`src/hdl/glzw_pkg.sv`:
```
// Shared types and constants for the GIF LZW decoder.
package glzw_pkg;

  localparam int unsigned TableSizeDef = 4096;
  localparam int unsigned CodeW        = 12;
  localparam int unsigned NfcW         = 13;
  localparam logic [3:0]  ResetMinSize = 4'd8;

  // result status codes
  localparam logic [2:0] StPixel   = 3'd0;
  localparam logic [2:0] StTaken   = 3'd1;
  localparam logic [2:0] StNeed    = 3'd2;
  localparam logic [2:0] StFull    = 3'd3;
  localparam logic [2:0] StEnd     = 3'd4;
  localparam logic [2:0] StCorrupt = 3'd5;

  // operation codes on the input stream
  localparam logic [1:0] OpPush   = 2'd0;
  localparam logic [1:0] OpPull   = 2'd1;
  localparam logic [1:0] OpStart  = 2'd2;
  localparam logic [1:0] OpIgnore = 2'd3;

  typedef enum logic [1:0] {
    KIND_PUSH,
    KIND_PULL,
    KIND_START,
    KIND_NONE
  } kind_e;

  typedef struct packed {
    kind_e      kind;
    logic [7:0] data;
  } item_t;

  // queue to back end handshake
  typedef struct packed {
    logic  valid;
    item_t item;
  } q_out_t;

endpackage

```
`src/hdl/glzw_front.sv`:
```
// Front end: accepts input transfers, classifies the operation, queues them.
module glzw_front
  import glzw_pkg::*;
(
  input  logic   clk_i,
  input  logic   rst_ni,
  input  logic   in_valid_i,
  output logic   in_ready_o,
  input  logic [1:0] op_i,
  input  logic [7:0] byte_i,
  output q_out_t q_o,
  input  logic   pop_i
);

  item_t      mem_q [2];
  logic       wr_ptr_q, wr_ptr_d;
  logic       rd_ptr_q, rd_ptr_d;
  logic [1:0] cnt_q, cnt_d;
  logic       push;
  item_t      new_item;

  // classify operation
  always_comb begin
    new_item.data = byte_i;
    unique case (op_i)
      OpPush:  new_item.kind = KIND_PUSH;
      OpPull:  new_item.kind = KIND_PULL;
      OpStart: new_item.kind = KIND_START;
      default: new_item.kind = KIND_NONE;
    endcase
  end

  assign in_ready_o = (cnt_q != 2'd2);
  assign push       = in_valid_i && in_ready_o;
  assign q_o.valid  = (cnt_q != 2'd0);
  assign q_o.item   = mem_q[rd_ptr_q];

  // pointer and count update
  always_comb begin
    wr_ptr_d = wr_ptr_q ^ push;
    rd_ptr_d = rd_ptr_q ^ pop_i;
    cnt_d    = cnt_q + {1'b0, push} - {1'b0, pop_i};
  end

  always_ff @(posedge clk_i or negedge rst_ni) begin
    if (!rst_ni) begin
      wr_ptr_q <= 1'b0;
      rd_ptr_q <= 1'b0;
      cnt_q    <= 2'd0;
    end else begin
      wr_ptr_q <= wr_ptr_d;
      rd_ptr_q <= rd_ptr_d;
      cnt_q    <= cnt_d;
    end
  end

  always_ff @(posedge clk_i) begin
    if (push) begin
      mem_q[wr_ptr_q] <= new_item;
    end
  end

endmodule

```
`config.mk`:
```
export PLATFORM = sky130hd
export DESIGN_NAME = glzw_front
export DESIGN_NICKNAME = d
export VERILOG_FILES = /design/src/hdl/glzw_pkg.sv /design/src/hdl/glzw_front.sv
export SDC_FILE = /design/constraint.sdc
export NUM_CORES = 1
export LEC_CHECK = 0
export BUFFER_PORTS_ARGS = -buffer_cell sky130_fd_sc_hd__buf_2
export CAP_MARGIN = 20
export CORE_AREA = 2 2 50 47
export DETAILED_ROUTE_END_ITERATION = 10
export DIE_AREA = 0 0 52 49
export PLACE_DENSITY = 0.79
export SLEW_MARGIN = 20
export SYNTH_ARGS = -nofsm -noshare
export SYNTH_HDL_FRONTEND = slang
export SYNTH_SLANG_ARGS = --single-unit
```
`constraint.sdc`:
```
create_clock -name clk_i -period 1.9 [get_ports clk_i]
set_clock_uncertainty 0.05 [all_clocks]
set_input_delay 0.285 -clock clk_i [delete_from_list [all_inputs] [get_ports clk_i]]
set_output_delay 0.285 -clock clk_i [all_outputs]
set_load 0.02 [all_outputs]
```
==> results of run 1 <==
==> layout make-up <==
class	count	area, um2
clock buffers	3	22.5
clock inverters	1	30.0
well taps	27	33.8
repair buffers	28	150
multi-input cells	22	215
fillers	162	897
inverters	3	11.3
flip-flops and latches	24	702
==> synth_stat cells <==
cell	count	area share, %
a21oi_2	1	0.93
nand2_1	1	0.40
a21bo_1	1	1.1
nor3b_2	1	1.3
xor2_1	1	0.93
ha_1	2	2.7
clkbuf_1	2	0.80
nor2_1	1	0.40
mux2_2	10	12
buf_2	1	0.53
xnor2_1	2	1.9
inv_1	3	1.2
dfrtp_1	4	11
edfxtp_1	20	64
nand2b_1	1	0.67
or2_2	1	0.67
==> per-layer routing <==
layer | GRT usage (%) | routed length (um)
met1 | 14.9 | 653
met2 | 21.5 | 801
met3 | 3.99 | 99
met4 | 5.26 | 19
met5 | 0 | 0
==> worst reg2reg max path, delay by kind of cell (launching register included) <==
family	cells	cell delay [ps]
fa+ha+maj	1	440
simple gates	2	230
buf+inv	1	70
flops	1	460
==> through the flow <==
step | area, um2 | hold WS, ps | setup slack, ps | utilization [%]
6_report | 1160 | 99.4 | 157 | 56.5
5_1_grt | 1160 | 75.7 | 97.9 | 56.5
4_1_cts | 1160 | 96.2 | 19.3 | 56.4
3_5_place_dp | 1100 | 46.7 | 326 | 53.4
3_3_place_gp | 1100 | 44.5 | 367 | 53.4
2_1_floorplan | 940 | -60.6 | 265 | -
==> repair_timing <==
action	4_1_cts	5_1_grt
setup endpoints to repair	0	10
hold buffers	1	0
resized for setup	0	1
hold endpoints to repair	4	0
==> sequential cells by signal, indices dropped and copies added, names as in the netlist <==
name and cells:
mem_q 20, rd_ptr_q 1, cnt_q 2, wr_ptr_q 1
==> worst paths after layout <==
check / end / cells after the start / from / slack, ps
max in group asynchronous: rd_ptr_q / 2 / rst_ni / 1430
worst min-delay path: mem_q[1][9] / 1 / op_i[1] / 100
worst max register to register: mem_q[0][0] / 4 / cnt_q[1] / 310
min in group asynchronous: cnt_q[0] / 2 / rst_ni / 240
worst max-delay path: q_o[7] / 2 / rd_ptr_q / 160
worst min register to register: cnt_q[0] / 1 / cnt_q[0] / 520
==> kinds of logic (layout without fill, tap and decap cells) <==
logic type | count (synthesis) | in the layout | share of synthesized area (%)
AO/OA/AOI/OAI | 2 | 2 | 2.00
XOR/XNOR | 3 | 3 | 2.80
adder cells (fa/ha/maj) | 2 | 2 | 2.66
buffers and inverters | 6 | 35 | 2.53
flip-flops | 24 | 24 | 74.6
multiplexers | 10 | 10 | 12.0
AND/OR/NAND/NOR | 5 | 5 | 3.46
==> report_power, final <==
part	internal [uW]	switching, uW
combinational	272	341
clock	213	153
sequential	732	95.1
total	1220	590
==> impl_metrics.yaml, run 1 <==
layout:
  layout_common_cells: "buf_2, edfxtp_1, mux2_2"
  n_antenna_cell: 0
  layout_commonest_cell: "buf_2"
  fin_nets: 98
  drive_gt1_share_pct: 55.6
  final_cells: 108
  area_growth_pct: 24.0
floorplanning:
  fp-row-count: 16
  ioPinCount: 26
  core-area_mm2: 0.00206
  die_h_um: 49
  fp.dieW_um: 52
  initial_utilization_pct: 45.6
  dieArea_mm2: 0.00255
timing:
  max_freq_mhz: 574
  slew_viol_final: 0
  fin_crit_sh_pct: 91.7
  worst_pin_slew_ps: 474
  post-route-min-period_ps: 1740
  setup_viol: 0
  setup_tns_ps: 0
  maxSlewHeadroom_pct: 68.4
  hold_viol_final: 0
  rsz0062_at_grt: "false"
critical_path:
  path_buf_inv: 1
  slowest_delay_ps: 550
  crit_type: "flip-flop to output pin"
  critPathRequiredTime_ps: 1560
  worstPathMaxFanout: 11
  crit_family: "flip-flops"
  cp_cell_sequence: "mux2_2 -> buf_2"
  cp.arrival_ps: 1410
  worst_setup_path_start_kind: "flip-flop"
  slowest_stage: "dfrtp_2"
  cp-end-kind: "output pin"
power_and_ir_drop:
  cellLeakagePower_uw: 0.000474
  ir_drop_uv: 905
  finalPower_uw: 1810
  pwr_density_cell_mw_per_mm2: 1550
run:
  drv_cap: 0
logic_synthesis:
  netlist_instances: 52
  postSynthAreaPerCell_um2: 18.1
  synth_seq_cells: 24
  synth.distinct_cells: 16
  synth-warning-count: 0
  syn_nets: 68
  synth.cell_area_um2: 940
  ys_seq_area_share_pct: 74.6
route:
  drtIter0Drc: 7
  vias: 520
  drt-pass1-iter-count: 4
  drc: 0
  wirelength_mm: 1.57
  drtAntennaViolNets: 0
  vias_per_cell: 4.81
  wl_per_cell_um: 14.6
clock_tree:
  cts_root_buf: "clkbuf_4"
  clock_path_buffers: 2
  cts.htree.levels: 1
  cts_buffers: 3
  cts_sinks: 24
  post-cts-setup-buffer-count: 0
  clk_latency_ps: 310
  tritoncts: "yes"
  clk_pin_slew_ps: 130
placement:
  place_congestion: 0.664
  dp_hpwl_mm: 1.04
  placed_cells: 103
  io_buffers: 25
status:
  status: "completed"
min_path:
  hold_class: "primary input to flip-flop"
grt:
  antenna_found_initial: 0
  grt_max_degree: 15
  gr-total-overflow: 0
  first_global_vias: 526
  grt_pass1_wl_mm: 2.27
  grt_usage_pct: 12.8
Power figures use the tool's default switching activity.
==> inputs of run 2 (changes only) <==
--- a/config.mk
+++ b/config.mk
@@ -7,10 +7,10 @@
 export LEC_CHECK = 0
 export BUFFER_PORTS_ARGS = -buffer_cell sky130_fd_sc_hd__buf_2
 export CAP_MARGIN = 20
-export CORE_AREA = 2 2 50 47
+export CORE_AREA = 2 2 48 45
 export DETAILED_ROUTE_END_ITERATION = 10
-export DIE_AREA = 0 0 52 49
-export PLACE_DENSITY = 0.79
+export DIE_AREA = 0 0 50 47
+export PLACE_DENSITY = 0.85
 export SLEW_MARGIN = 20
 export SYNTH_ARGS = -nofsm -noshare
 export SYNTH_HDL_FRONTEND = slang
==> constraint.sdc (replaced) <==
create_clock -name clk_i -period 2.1 [get_ports clk_i]
set_clock_uncertainty 0.05 [all_clocks]
set_input_delay 0.315 -clock clk_i [delete_from_list [all_inputs] [get_ports clk_i]]
set_output_delay 0.315 -clock clk_i [all_outputs]
set_load 0.02 [all_outputs]
==> run 2 against run 1 <==
  * Wire length is 11% lower
  * Sequential power is 10% lower
  * Die area is 7.8% lower
  * Utilization is 5.6 points higher
  * Combinational power is 13% lower
  * Clock power is 13% lower
  * Register-to-register slack better by 260 ps
  * Global-route usage is 0.11 points lower
  * Critical path depth stayed put
  * Final area is 0.97% lower
  * Largest power group unchanged
==> impl_metrics.yaml, run 2 (same netlist as run 1, synthesis figures left out) <==
status:
  status: "completed"
power_and_ir_drop:
  pwr_density_cell_mw_per_mm2: 1390
  netSwitchingFraction_pct: 31.8
  finalPower_uw: 1600
  clkPwrFrac_pct: 20.0
  p_seq_share_pct: 46.5
  ir_drop_uv: 840
  internal-power_uw: 1090
  p_switching_uw: 509
  cellLeakagePower_uw: 0.000470
  pwr-share-comb_pct: 33.5
floorplanning:
  initial_utilization_pct: 50.6
  fp.dieW_um: 50
  core-area_mm2: 0.00186
  dieArea_mm2: 0.00235
  die_h_um: 47
  fp-row-count: 15
  ioPinCount: 26
layout:
  drive_gt1_share_pct: 53.8
  n_antenna_cell: 0
  post-route-util_pct: 62.1
  layout_common_cells: "buf_2, edfxtp_1, mux2_2, dfrtp_1"
  largest_register_ffs: 20
  fin_area_mm2: 0.00115
  largest_register: "mem_q"
  area_growth_pct: 22.8
  fin_nets: 97
  largestRegisters: "mem_q (20), cnt_q (2)"
  layout_commonest_cell: "buf_2"
timing:
  setup_tns_ps: 0
  setup_viol: 0
  max_freq_mhz: 532
  slew_viol_final: 0
  post-route-min-period_ps: 1880
  worst_pin_slew_ps: 471
  maxSlewHeadroom_pct: 68.6
  hold_viol_final: 0
  rsz0062_at_grt: "false"
  fin_crit_sh_pct: 89.5
clock_tree:
  cts_buffers: 3
  clk_latency_ps: 300
  clock_path_buffers: 2
  clk_pin_slew_ps: 120
  tritoncts: "yes"
  cts_root_buf: "clkbuf_4"
  post-cts-setup-buffer-count: 0
  cts.htree.levels: 1
  cts_sinks: 24
route:
  highest_layer: "met4"
  wirelength_mm: 1.40
  vias_per_cell: 4.76
  wl_per_cell_um: 13.3
  drtAntennaViolNets: 0
  met3_length_um: 65
  drtIter0Drc: 6
  wl_met1_um: 588
  route.met2.wl_um: 735
  vias: 500
  drt-pass1-iter-count: 2
  drc: 0
critical_path:
  worst_setup_path_start_kind: "flip-flop"
  cp_cell_sequence: "mux2_2 -> buf_2"
  worstPathMaxFanout: 11
  crit_type: "flip-flop to output pin"
  cp-end-kind: "output pin"
  slowest_delay_ps: 660
  critPathRequiredTime_ps: 1740
  cp.arrival_ps: 1510
  slowest_stage: "dfrtp_1"
placement:
  postPlaceCellArea_mm2: 0.00109
  io_buffers: 25
  place_congestion: 0.650
grt:
  gr-total-overflow: 0
  grt_pass1_wl_mm: 2.12
  first_global_vias: 482
  grt_usage_pct: 12.7
  grt_max_degree: 15
  antenna_found_initial: 0
run:
  drv_cap: 0
min_path:
  hold_class: "primary input to flip-flop"
-- run 2: per-layer routing --
layer | vias to the layer above | global-route usage (%)
met4 | 0 | 3.89
met5 | - | 0
met1 | 238 | 15.2
met3 | 2 | 2.87
met2 | 14 | 23.4
li1 | 246 | -
-- run 2: path summary, 6_finish.rpt --
| kind | startpoint | to | slack, ps | depth (start not counted) |
|---|---|---|---|---|
| max in group asynchronous | rst_ni | rd_ptr_q | 1590 | 2 |
| worst min register to register | cnt_q[0] | cnt_q[0] | 540 | 1 |
| min in group asynchronous | rst_ni | cnt_q[0] | 280 | 2 |
| worst min-delay path | byte_i[0] | mem_q[0][0] | 140 | 1 |
| worst max register to register | cnt_q[0] | mem_q[0][3] | 570 | 4 |
| worst max-delay path | rd_ptr_q | q_o[5] | 220 | 2 |
-- run 2: cell type report --
class / instances / area [um2]
clock inverter: 1 / 30.0
timing repair buffer: 27 / 143
clock buffer: 3 / 22.5
multi-input combinational: 22 / 215
sequential: 24 / 701
inverter: 3 / 11.3
tap: 25 / 31.3
fill: 136 / 704
-- run 2: metrics by stage --
step	instances	setup WS, ps	hold WS [ps]
6_report	105	221	140
5_1_grt	105	125	125
4_1_cts	105	211	135
3_5_place_dp	100	571	83.0
3_3_place_gp	100	586	72.8
2_1_floorplan	52	465	-30.6
-- run 2: timing repair --
action | CTS | global route
endpoints found under the hold margin | 4 | 0
resized for setup | 0 | 0
hold buffers | 1 | 0
-- run 2: power by group through the flow --
stage / registers [uW] / logic, uW / clock network, uW
detailed placement: 756 / 543 / 0
global placement: 745 / 528 / 0
floorplan: 705 / 420 / 0
CTS: 746 / 548 / 323
finish: 744 / 536 / 320
global route: 763 / 591 / 343
-- run 2: critical path, delay by kind of cell (launching register included) --
kind,cells,cell delay [ps]
buf+inv,1,160
flops,1,660
mux,1,400
